## config.mk

```make
export PLATFORM = sky130hd
export DESIGN_NAME = hlvsp_radius
export DESIGN_NICKNAME = d
export VERILOG_FILES = /design/src/hdl/hough_line_vote_smooth_peak_defines.svh /design/src/hdl/hlvsp_pkg.sv /design/src/hdl/hlvsp_radius.sv
export SDC_FILE = /design/constraint.sdc
export NUM_CORES = 1
export LEC_CHECK = 0
export BUFFER_PORTS_ARGS = -buffer_cell sky130_fd_sc_hd__buf_2
export CAP_MARGIN = 25
export CORE_MARGIN = 2
export CORE_UTILIZATION = 59
export CTS_BUF_LIST = sky130_fd_sc_hd__clkbuf_16
export DETAILED_ROUTE_END_ITERATION = 10
export PLACE_DENSITY = 0.78
export SYNTH_ARGS = -nofsm -noshare
export SYNTH_HDL_FRONTEND = slang
export SYNTH_SLANG_ARGS = --single-unit
```

## constraint.sdc

```tcl
create_clock -name clk -period 4.85 [get_ports clk]
set_input_delay 0.2425 -clock clk [delete_from_list [all_inputs] [get_ports clk]]
set_output_delay 0.2425 -clock clk [all_outputs]
set_load 0.02 [all_outputs]
```

## src/hdl/hough_line_vote_smooth_peak_defines.svh

```systemverilog
// Assertion macros for the block's RTL.
`ifndef HOUGH_LINE_VOTE_SMOOTH_PEAK_DEFINES_SVH
`define HOUGH_LINE_VOTE_SMOOTH_PEAK_DEFINES_SVH

// Check that a property holds at every clock edge outside reset.
`define HLVSP_ASSERT(lbl, prop, msg) \
    lbl: assert property (@(posedge clk) disable iff (!rst_n) prop) else $error(msg);

// Check that a condition never holds outside reset.
`define HLVSP_ASSERT_NEVER(lbl, expr, msg) \
    lbl: assert property (@(posedge clk) disable iff (!rst_n) !(expr)) else $error(msg);

`endif

```

## src/hdl/hlvsp_pkg.sv

```systemverilog
package hlvsp_pkg;

    localparam int ANGLE_BINS   = 256;
    localparam int R_BINS_DEF   = 256;
    localparam int MAX_PEAKS_DEF = 64;
    localparam int TRIG_FRAC_DEF = 14;
    localparam int RADW         = 11;

    localparam logic CFG_ANGLE_SPREAD     = 1'b0;
    localparam logic CFG_ACCEPT_THRESHOLD = 1'b1;

    localparam logic FUNC_VOTE   = 1'b0;
    localparam logic FUNC_FINISH = 1'b1;

    typedef struct packed {
        logic              func;
        logic signed [7:0] edge_x;
        logic signed [7:0] edge_y;
        logic        [7:0] edge_angle;
    } in_beat_t;

    typedef struct packed {
        logic [7:0]  peak_radius;
        logic [7:0]  peak_angle;
        logic [15:0] peak_score;
        logic        found;
        logic        last;
    } out_beat_t;

    // Quarter-wave sine at the given fraction bits, rounded to nearest.
    function automatic int quarter_sin(int j, int frac);
        real arg;
        real v;
        arg = 3.14159265358979323846 * j / 128.0;
        v = $floor($sin(arg) * (2.0 ** frac) + 0.5);
        if (j == 0)
            return 0;
        else if (j == 64)
            return 1 << frac;
        else
            return int'(v);
    endfunction

    // Fold a 256-step angle onto the quarter table: {negate, index}.
    function automatic logic [7:0] fold_angle(logic [7:0] k);
        logic [7:0] r;
        if (k <= 8'd64)
            r = {1'b0, k[6:0]};
        else if (k < 8'd128)
            r = {1'b0, 7'(8'd128 - k)};
        else if (k <= 8'd192)
            r = {1'b1, 7'(k - 8'd128)};
        else
            r = {1'b1, 7'(9'd256 - {1'b0, k})};
        return r;
    endfunction

    // Neighbor directions for peak checks.
    function automatic logic signed [1:0] dir_dr(logic [1:0] d);
        logic signed [1:0] v;
        case (d)
            2'd0: v = 2'sd1;
            2'd1: v = 2'sd1;
            2'd2: v = 2'sd0;
            default: v = -2'sd1;
        endcase
        return v;
    endfunction

    function automatic logic dir_dt(logic [1:0] d);
        return (d != 2'd0);
    endfunction

endpackage

```

## src/hdl/hlvsp_radius.sv

```systemverilog
module hlvsp_radius #(
    parameter int TRIG_FRAC_BITS = hlvsp_pkg::TRIG_FRAC_DEF
) (
    input  logic                              clk,
    input  logic                              rst_n,
    input  logic                              start,
    input  logic signed [7:0]                 x,
    input  logic signed [7:0]                 y,
    input  logic [7:0]                        k,
    output logic                              done,
    output logic signed [hlvsp_pkg::RADW-1:0] radius
);

    localparam int QW = TRIG_FRAC_BITS + 2;
    localparam int PW = QW + 8;
    localparam int SW = PW + 1;

    logic signed [QW-1:0] qsin [65];
    logic [7:0]           fs;
    logic [7:0]           fc;
    logic signed [QW-1:0] sin_v;
    logic signed [QW-1:0] cos_v;
    logic signed [PW-1:0] px_reg;
    logic signed [PW-1:0] py_reg;
    logic signed [SW-1:0] sum;
    logic                 v1_reg;
    logic                 v2_reg;
    logic signed [hlvsp_pkg::RADW-1:0] radius_reg;

    for (genvar j = 0; j < 65; j++) begin : g_tab
        assign qsin[j] = QW'(hlvsp_pkg::quarter_sin(j, TRIG_FRAC_BITS));
    end

    assign fs    = hlvsp_pkg::fold_angle(k);
    assign fc    = hlvsp_pkg::fold_angle(k + 8'd64);
    assign sin_v = fs[7] ? -qsin[fs[6:0]] : qsin[fs[6:0]];
    assign cos_v = fc[7] ? -qsin[fc[6:0]] : qsin[fc[6:0]];
    assign sum   = SW'(px_reg) + SW'(py_reg);

    // Arithmetic shift gives the floor for both signs.
    always_ff @(posedge clk or negedge rst_n) begin
        if (!rst_n)
        begin
            v1_reg <= 1'b0;
            v2_reg <= 1'b0;
        end
        else
        begin
            v1_reg <= start;
            v2_reg <= v1_reg;
        end
    end

    always_ff @(posedge clk) begin
        px_reg     <= PW'(x) * PW'(cos_v);
        py_reg     <= PW'(y) * PW'(sin_v);
        radius_reg <= sum[SW-1:TRIG_FRAC_BITS];
    end

    assign done   = v2_reg;
    assign radius = radius_reg;

endmodule

```

==> results of run 1 <==
## metrics by stage
step	cell area (um^2)	util, %	hold slack [ps]	cells	TNS (ps)
after CTS	22730	84.32	6.334	2839	-83520
after global placement	21160	78.50	25.84	2763	-97370
after floorplan	17000	-	-53.09	1956	-76630
after detailed placement	21160	78.50	33.43	2763	-105440
## routing by layer
layer  track usage, %  overflow
met5            57.04         3
met4            84.80        72
met3            79.36        24
met2            97.37       132
met1            85.49        19
## logic make-up after synthesis
group                    Yosys count  synth area share (%)
AO/OA/AOI/OAI                    429                 19.42
XOR/XNOR                          76                 4.208
flip-flops                        61                 7.611
AND/OR/NAND/NOR                  616                 20.30
buffers and inverters            398                 9.777
adder cells (fa/ha/maj)          348                 36.53
multiplexers                      28                 2.166
## cells in the mapped netlist, types with 7 or more instances
cell type	instances
a211o_1	11
a211oi_1	23
a21boi_0	8
a21o_1	16
a21oi_1	79
a311oi_1	7
a31oi_1	39
and2_1	110
and3_1	25
and4_1	9
buf_2	25
clkbuf_1	57
dfxtp_1	59
fa_1	207
ha_1	141
inv_1	295
mux2i_1	20
nand2_1	123
nand2b_1	13
nand3_1	51
nand4_1	16
nor2_1	114
nor2b_1	36
nor3_1	56
nor3b_1	9
nor4_1	8
o2111ai_1	8
o211ai_1	21
o21a_1	16
o21ai_0	53
o22ai_1	12
o311a_1	7
o311ai_0	15
o31ai_1	12
or2_2	9
or3_1	8
xnor2_1	56
xor2_1	18
## repair_timing
action                                  CTS
endpoints found under the setup margin   42
pin swaps                               129
setup buffers                            71
endpoints found under the hold margin     2
gates resized for setup                 190
hold buffers                              1
cloned                                    1
==> flow_summary.toml, run 1 <==
[synth]
synthTopCellsByArea = "fa_1 26%, ha_1 11%, dfxtp_1 7.3%, inv_1 6.8%, and2_1 4.3%"
syn_area_mm2 = 0.01618
syn_nets = 2331
synth_seq_area_share_pct = 7.611
synth_top_area_cell = "fa_1"
yosysUniqueCellTypes = 112
ys_seq_elements = 61
synth-edff-count = 0
async_flop_share_pct = 3.279
syn_inst = 1956
yosys_warnings = 0
synth_top_area_share_pct = 25.62
postSynthAreaPerCell_um2 = 8.270
ys.flop_type = "dfxtp_1"

[clocking]
clock-root-buffer = "clkbuf_16"
cts.sinks = 61
h-tree-depth = 3
cts_buffers = 9
ctsLongestPathBuffers = 2

[die]
initial_core_util_pct = 60.02
row_count = 60
num_io_pins = 39
dieHeight_um = 169.6
dieWidth_um = 169.6

[grt]
grt_max_degree = 27
grt-ovfl-total = 250
grtUsageTotal_pct = 86.62

[place]
place_ws_ps = -3660
dpl.hpwl_um = 46190
globalplace.congestion = 1.012
io_buffers = 38

[outcome]
outcome = "did not finish"
failing_step = "5_1_grt"
toolErrorMsg = "[ERROR GRT-0232] Routing congestion too high. Check the congestion heatmap in the GUI."
==> run 2, diff against run 1 <==
- CORE_UTILIZATION: 59 -> 40
- CTS_BUF_LIST: sky130_fd_sc_hd__clkbuf_16 -> default
- PLACE_DENSITY: 0.78 -> default
- PLACE_DENSITY_LB_ADDON: default -> 0.15
==> flow_summary.toml, run 2 <==
[clocking]
clock-root-buffer = "clkbuf_16"
h-tree-depth = 3
cts_buffers = 9
path_clk_slew_ps = 50
cts.sinks = 61
ctsLongestPathBuffers = 2
cts_tree = "built"
clock_latency_ps = 320

[synth]
synthTopCellsByArea = "fa_1 26%, ha_1 11%, dfxtp_1 7.3%, inv_1 6.8%, and2_1 4.3%"
synth_top_area_share_pct = 25.62
syn_inst = 1956
synth_seq_area_share_pct = 7.611
syn_area_mm2 = 0.01618
synth_top_area_cell = "fa_1"
postSynthAreaPerCell_um2 = 8.270
ys_seq_elements = 61
syn_nets = 2331
yosys.cell_count.top_type = "inv_1"
synth-edff-count = 0
synth_common_cells = "295 x inv_1, 207 x fa_1, 141 x ha_1, 123 x nand2_1, 114 x nor2_1"
yosysUniqueCellTypes = 112
ys.flop_type = "dfxtp_1"
async_flop_share_pct = 3.279
yosys_warnings = 0

[final_layout]
ff_latch_area_mm2 = 0.001231
final_common_cell = "buf_4"
final_cell_mix = "567 x buf_4, 258 x inv_1, 195 x fa_1"
insertedDiodeCount = 0
fin_util_pct = 59.13
layout.nets = 2898
fillCellCount = 3586
area_growth_pct = 45.58
multi_input_area_mm2 = 0.01520
drive_above_1_share_pct = 40.19

[hold_path]
hold_class = "in2reg"
hold_end = "v1_reg"
min_from = "start"
holdPathStages = 1

[grt]
grtUsageTotal_pct = 25.47
use_met3_pct = 2.466
grt-ovfl-total = 0
use_met2_pct = 44.61
grt_pass1_vias = 16691
grt_max_degree = 24
grt_pass1_wl_um = 86120
grt-busiest-layer = "met2"
grtUsageMet1_pct = 33.97
antenna_found_initial = 0

[worst_setup_path]
rrSetupSlack_ps = 1760
cpMaxStageDelayCell = "fa_1"
path_common_cell = "ha_4"
cp-end-kind = "flip-flop"
crit_fanout = 5
critPathMaxStageDelay_ps = 610
rr_endpoint = "radius[10]"
start_kind = "primary input"
worstSetupStartpoint = "k[0]"
critPathArrivalTime_ps = 7970
rr_worst_depth = 11
required_ps = 5090
criticalPathCategory = "in2reg"
regToRegStartpoint = "px_reg[1]"

[sta]
tightest_slew_ps = 771.5
hold_viol = 0
setup_viol = 41
rsz0062_at_grt = "true"
drv_slew = 0
skew_ps = 5.088
setup_ws_ps = -2881
maxSlewHeadroom_pct = 48.19
fmax_mhz = 129.3
fin_crit_sh_pct = 159.4
fin_crit_ps = 7731

[die]
num_io_pins = 39
dieWidth_um = 205.1
dieHeight_um = 205.1
core_mm2 = 0.03982
die-area_mm2 = 0.04206
initial_core_util_pct = 40.62
row_count = 73

[detailed_routing]
wl_per_cell_um = 17.66
drtIter0Drc = 1086
drc_errors = 0
firstDrtPassIters = 5
drtAntennaViolNets = 0
viasPerCell = 5.408
vias = 16510
detail_route.wirelength_um = 53920

[outcome]
outcome = "finished, violations left"
violations = "setup timing"

[place]
place_ws_ps = -3537
io_buffers = 38
dpl.hpwl_um = 44190
globalplace.congestion = 0.9490

[job]
cap_violations = 0
[run 2: metal layers]
layer	vias to the layer above	part of all wire (%)
li1	7857	-
met1	8081	44
met2	489	49
met3	83	4.2
met4	0	2.2
met5	-	0
[run 2: area by class of cell]
| class | count | share of cell area, % |
|---|---|---|
| clock buffer | 10 | 0.9724 |
| clock inverter | 6 | 0.2710 |
| inverter | 302 | 4.878 |
| multi-input combinational | 1497 | 64.54 |
| sequential | 61 | 5.228 |
| tap | 525 | 2.790 |
| timing repair buffer | 652 | 21.32 |
[run 2: worst max-delay path: cells and delay by family]
kind / cells / cell delay, ps
fa+ha+maj: 8 / 2740
compound gates: 10 / 2140
simple gates: 6 / 1690
buf+inv: 5 / 670
xor+xnor: 2 / 290
mux: 1 / 220
[run 2: kinds of logic (layout without fill, tap and decap cells)]
group	count (synthesis)	count (layout)	synth area share (%)
xor gates and xnor gates	76	76	4.208
AOI/OAI and AO/OA	429	429	19.42
and+or+nand+nor	616	616	20.30
buffers and inverters	398	970	9.777
adders and majority gates	348	348	36.53
DFF	61	61	7.611
muxes	28	28	2.166
[run 2: worst max path at each step]
stage / to / slack [ps] / depth (start not counted)
2_1_floorplan: py_reg[22] / -3100 / 36
3_3_place_gp: py_reg[23] / -3430 / 33
3_5_place_dp: py_reg[23] / -3540 / 35
4_1_cts: py_reg[22] / -2940 / 35
5_1_grt: py_reg[22] / -3170 / 37
6_report: py_reg[23] / -2880 / 32
[run 2: through the flow]
step | TNS, ps | cells | instance area, um^2 | hold WS [ps]
floorplan | -76630 | 1956 | 17000 | -53.09
global placement | -99040 | 2980 | 21550 | 27.60
detailed placement | -102110 | 2980 | 21550 | 36.88
CTS | -78910 | 3030 | 22700 | 34.98
global route | -87660 | 3053 | 23550 | 25.96
finish | -79240 | 3053 | 23550 | 37.37
[run 2: timing repair]
action,4_1_cts,5_1_grt
endpoints found under the setup margin,42,42
setup buffers,35,30
hold buffers,1,0
gates resized for setup,134,152
pin swaps,98,115
endpoints found under the hold margin,2,0
Power of run 2 is not shown: default switching activity piles up to over one toggle a cycle in this logic, so the estimate is an artifact.
==> run 3, diff against run 2 <==
- HOLD_SLACK_MARGIN: default -> 0.08
==> flow_summary.toml, run 3 (synthesis gave the netlist of run 2 again) <==
[worst_setup_path]
crit_fanout = 5
criticalPathCategory = "in2reg"
start_kind = "primary input"
critPathArrivalTime_ps = 7970
critPathMaxStageDelay_ps = 610
path_common_cell = "ha_4"
required_ps = 5090
cp-end-kind = "flip-flop"
cpMaxStageDelayCell = "fa_1"

[die]
core_mm2 = 0.03982
initial_core_util_pct = 40.62
row_count = 73
dieHeight_um = 205.1
dieWidth_um = 205.1
die-area_mm2 = 0.04206
num_io_pins = 39

[sta]
skew_ps = 5.287
setup_viol = 41
setup_ws_ps = -2874
fin_crit_ps = 7724
rsz0062_at_grt = "true"
maxSlewHeadroom_pct = 47.41
fin_crit_sh_pct = 159.3
fmax_mhz = 129.5
hold_viol = 0
tightest_slew_ps = 783.2
drv_slew = 0
hold_ws_ps = 229.8

[final_layout]
layout.nets = 2899
drive_above_1_share_pct = 40.17
fillCellCount = 3585
final_cell_mix = "567 x buf_4, 258 x inv_1, 195 x fa_1"
area_growth_pct = 45.64
instances_no_fill = 3054
insertedDiodeCount = 0
final_common_cell = "buf_4"

[clocking]
path_clk_slew_ps = 50
cts.sinks = 61
clock_latency_ps = 320
cts_buffers = 9
cts_tree = "built"
h-tree-depth = 3
ctsLongestPathBuffers = 2
clock-root-buffer = "clkbuf_16"

[place]
io_buffers = 38
dpl.hpwl_um = 44190
dp_cells = 2980
globalplace.congestion = 0.9490
place_ws_ps = -3537

[detailed_routing]
drc_errors = 0
vias = 16468
viasPerCell = 5.392
detail_route.wirelength_um = 53860
firstDrtPassIters = 5
drtIter0Drc = 1103
wl_per_cell_um = 17.63
drtAntennaViolNets = 0

[grt]
antenna_found_initial = 0
grt_max_degree = 24
grt_pass1_wl_um = 86120
grt_pass1_vias = 16691
grt-ovfl-total = 0
grtUsageTotal_pct = 25.47

[outcome]
violations = "setup timing"
outcome = "finished, violations left"

[hold_path]
hold_class = "in2async"

[job]
cap_violations = 0
run 3: routing by layer:
layer  global-route usage [%]  up-vias  routed length, um
li1                         -     7859                  -
met1                    33.97     8084              23990
met2                    44.61      441              26500
met3                    2.466       84               2180
met4                    5.498        0               1188
met5                        0        -                  0
run 3: critical path, delay by kind of cell:
kind            cells  cell delay (ps)
fa+ha+maj           8             2740
compound gates     10             2140
simple gates        6             1690
buf+inv             5              660
xor+xnor            2              290
mux                 1              220
run 3: metrics by stage:
stage | setup TNS (ps) | area [um^2] | util [%]
2_1_floorplan | -76630 | 17000 | -
3_3_place_gp | -99040 | 21550 | 54.10
3_5_place_dp | -102110 | 21550 | 54.10
4_1_cts | -78910 | 22710 | 57.03
5_1_grt | -87660 | 23560 | 59.16
6_report | -79180 | 23560 | 59.16
run 3: area by class of cell:
cell class | count | area [um^2] | area share [%]
Inverter | 302 | 1149 | 4.876
Clock inverter | 6 | 63.81 | 0.2709
Multi-Input combinational cell | 1497 | 15200 | 64.52
Sequential cell | 61 | 1231 | 5.226
Tap cell | 525 | 656.9 | 2.788
Clock buffer | 10 | 229.0 | 0.9720
Timing Repair Buffer | 653 | 5030 | 21.35
run 3: timing repair:
action                     CTS  global route
setup buffers               35            30
setup endpoints to repair   42            42
hold endpoints to repair     3             0
pin swaps                   98           115
hold buffers                 2             0
gates resized for setup    134           152
gates cloned                 0             0
run 3: worst paths after layout:
path / start / to / slack (ps) / cells after the start
worst max-delay path: k[0] / py_reg[23] / -2870 / 32
worst min-delay path: rst_n / v1_reg / 230 / 2
worst max register to register: px_reg[1] / radius[10] / 1760 / 11
worst min register to register: v1_reg / done / 350 / 0
max in group asynchronous: rst_n / done / 4520 / 2
min in group clk: y[0] / py_reg[0] / 330 / 2
Power of run 3 is left out for the same reason.
